## config.mk

```make
export PLATFORM = sky130hd
export DESIGN_NAME = mtcgh_ram
export DESIGN_NICKNAME = d
export VERILOG_FILES = /design/src/rtl/mtcgh_ram.sv
export SDC_FILE = /design/constraint.sdc
export NUM_CORES = 1
export LEC_CHECK = 0
export BUFFER_PORTS_ARGS = -buffer_cell sky130_fd_sc_hd__buf_2
export CAP_MARGIN = 20
export CORE_MARGIN = 8
export CORE_UTILIZATION = 30
export CTS_CLUSTER_DIAMETER = 100
export DETAILED_ROUTE_END_ITERATION = 16
export SLEW_MARGIN = 10
export SYNTH_ARGS = -nofsm -noshare
export SYNTH_HDL_FRONTEND = slang
export SYNTH_SLANG_ARGS = --single-unit
export TNS_END_PERCENT = 100
```

## constraint.sdc

```tcl
create_clock -name clk -period 2.7 [get_ports clk]
set_clock_uncertainty 0.15 [all_clocks]
set_input_delay 0.135 -clock clk [delete_from_list [all_inputs] [get_ports clk]]
set_output_delay 0.135 -clock clk [all_outputs]
set_load 0.03 [all_outputs]
```

## src/rtl/mtcgh_ram.sv

```systemverilog
// Generic single-port-write, single-port-read RAM with registered read.
// No dependencies.
module mtcgh_ram #(
    parameter int WIDTH = 8,
    parameter int DEPTH = 16
) (
    input  logic                                      clk,
    input  logic                                      we,
    input  logic [((DEPTH > 1) ? $clog2(DEPTH) : 1)-1:0] waddr,
    input  logic [WIDTH-1:0]                          wdata,
    input  logic                                      re,
    input  logic [((DEPTH > 1) ? $clog2(DEPTH) : 1)-1:0] raddr,
    output logic [WIDTH-1:0]                          rdata
);

    logic [WIDTH-1:0] mem [DEPTH];

    always_ff @(posedge clk)
    begin
        if (we)
        begin
            mem[waddr] <= wdata;
        end
        if (re)
        begin
            rdata <= mem[raddr];
        end
    end

endmodule

```

==> impl_metrics.toml <==
[outcome]
status = "finished, final reports clean"

[placed_design]
dpl.hpwl_mm = 6.804
pre_cts_slack_ns = 0.6768
portBuffers = 26
routabilityCongestion = 0.7374
placedInstanceArea_um2 = 5685
place_inst = 486

[timing]
relSlewSlack_pct = 40.27
hold_viol = 0
fmax_ghz = 0.5838
drv_slew = 0
layout_setup_ws_ns = 0.9872
setup_tns_ns = 0
setup_viol = 0
rsz0062_at_grt = "false"
min_period_ns = 1.713
fin_crit_sh_pct = 63.44
timing.hold.ws_ns = 0.1167
worst_pin_slew_ns = 0.8926

[global_routing]
first_global_vias = 2644
grt_first_pass_wirelength_mm = 16.06
grt_max_degree = 33
antenna_found_initial = 0
overflow = 0
grt_use_total_pct = 10.22

[route]
drt_iter0_markers = 197
routed_via_density = 4.748
wire_per_inst_um = 20.07
vias = 2483
ant_nets = 0
route.detailed.drc = 0
drtPass1Iterations = 4
wl_mm = 10.49

[setup_path]
cp_max_fo = 1
slowest_stage = "mux4_2"
crit_start = "mem[3][4]$_DFFE_PP_"
max_stage_delay_ns = 0.48
worst_ep_required_time_ns = 2.70
setup.worst_path.start_class = "flip-flop"
reg2reg_from = "mem[3][4]$_DFFE_PP_"
path_cells = "mux4_2, a22oi_1, nand2_1"
timing.critical_path.buf_inv = 0
cp-end-kind = "flip-flop"
critical-path-top-delay-family = "multiplexers"
cp.arrival_ns = 1.71
critPathKind = "flip-flop to flip-flop"

[cells_and_area]
drive_above_1_share_pct = 27.52
fin_area_um2 = 6250
final_cells = 523
antennaDiodeCount = 0
fin_nets = 308
areaGrowthSynthToFinish_pct = 19.55

[cts]
cts_tree = "yes"
post_cts.repair.setup_buffers = 0
htree_levels = 4
cts_made_buffers = 17
cts_root_buf = "clkbuf_16"
cts_buffer_depth = 2
path_clk_slew_ns = 0.05
worstSkewPairLatency_ns = 0.41
cts.sinks = 136

[floorplan]
ios = 27
die_h_um = 148.0
die_x_um = 148.0
initial_core_util_pct = 30.43
coreArea_um2 = 17180
dieArea_um2 = 21910
num_rows = 48

[logic_synthesis]
synth_seq_cells = 136
synth_warnings = 0
syn_inst = 229
ys_seq_area_share_pct = 78.12
synth_fp_nets = 248
ys_types = 18
avgSynthCellArea_um2 = 22.83
syn-cell-area_um2 = 5228

[power_and_ir_drop]
peakVddDrop_mv = 0.4655
power.density_nw_per_um2 = 722.7
p_leak_nw = 2.067

[worst_hold_path]
hp-start = "waddr[2]"
hold_class = "input port to flip-flop"

[flow_run]
maxCapViolCount = 0
==> kinds of logic (layout without fill, tap and decap cells) <==
kind of cell           Yosys count  count (layout)  share of synthesized area, %
buffers and inverters           10              79                         1.651
AND/OR/NAND/NOR                 35              35                         3.136
multiplexers                    32              32                         14.79
AO/OA/AOI/OAI                   16              16                         2.298
flip-flops                     136             136                         78.12
==> synthesized netlist by cell type <==
| library cell | instances | area (um^2) |
|---|---|---|
| mux4_1 | 14 | 367.9 |
| or3b_2 | 1 | 8.760 |
| clkdlybuf4s25_2 | 3 | 30.03 |
| and2b_1 | 1 | 7.510 |
| nand3b_1 | 2 | 15.01 |
| nor2b_1 | 1 | 6.260 |
| a22oi_1 | 16 | 120.1 |
| nor3_1 | 4 | 20.02 |
| buf_2 | 3 | 15.01 |
| mux4_2 | 18 | 405.4 |
| nand2_1 | 9 | 33.78 |
| nor2_1 | 13 | 48.80 |
| and2_1 | 1 | 6.260 |
| nand2b_1 | 2 | 12.51 |
| nand3_1 | 1 | 5.000 |
| buf_4 | 1 | 7.510 |
| buf_6 | 3 | 33.78 |
| edfxtp_1 | 136 | 4084 |
==> cell type report <==
cell class | count | area, um^2
Sequential cell | 136 | 4084
Timing Repair Buffer | 51 | 352.8
Clock inverter | 7 | 33.78
Multi-Input combinational cell | 83 | 1057
Tap cell | 225 | 281.5
Fill cell | 1619 | 10930
Clock buffer | 21 | 440.4
==> path summary, 6_finish.rpt <==
kind | to | slack [ns] | depth (start not counted)
worst max-delay path | rdata[4]$_DFFE_PP_ | 0.99 | 3
worst min-delay path | mem[1][2]$_DFFE_PP_ | 0.12 | 3
worst max register to register | rdata[4]$_DFFE_PP_ | 0.99 | 3
worst min register to register | rdata[3]$_DFFE_PP_ | 0.59 | 3
==> registers in the layout (all words and copies together) (netlist names) <==
name   count
mem      128
rdata      8
==> report_power, final <==
group          total (mW)  switching, mW  internal [mW]  leakage [nW]
sequential           2.39         0.0121           2.38          1.24
clock                1.88          0.746           1.13         0.231
combinational       0.245          0.147         0.0986         0.600
total                4.52          0.905           3.61          2.07
==> per-stage QoR <==
step,util (%),total power [mW]
final,36.39,4.516
after global routing,36.39,4.654
after CTS,36.39,4.559
after detailed placement,33.10,2.676
after global placement,33.10,2.668
after floorplan,-,2.573
==> cell usage in the layout, fill, tap and decap left out <==
cell type	instances
edfxtp_1	136
buf_2	26
mux4_2	18
clkbuf_16	17
a22oi_1	16
buf_4	15
mux4_1	14
nor2_1	13
nand2_1	9
dlygate4sd3_1	9
nor3_1	4
clkbuf_1	4
clkinv_1	3
clkinv_2	3
nand3b_1	2
nand2b_1	2
nor2b_1	1
and2_1	1
and2b_1	1
nand3_1	1
or3b_2	1
clkinvlp_4	1
buf_12	1
==> worst min-delay path, delay by kind of cell <==
kind / cells / cell delay, ns
simple gates: 2 / 0.25
buf+inv: 1 / 0.10
==> per-layer routing <==
layer | vias up | part of all wire (%) | track usage, %
met5 | - | 0 | 0
met4 | 0 | 1.7 | 4.233
met3 | 15 | 5.5 | 3.730
met2 | 69 | 46 | 15.16
met1 | 1300 | 47 | 13.26
li1 | 1099 | - | -
==> timing repair <==
| item | 4_1_cts | 5_1_grt |
|---|---|---|
| hold buffers | 9 | 0 |
| endpoints found under the hold margin | 136 | 0 |
| setup endpoints to repair | 0 | 0 |
| resized for setup | 0 | 0 |
No activity file was read; power rests on OpenSTA's default activity.
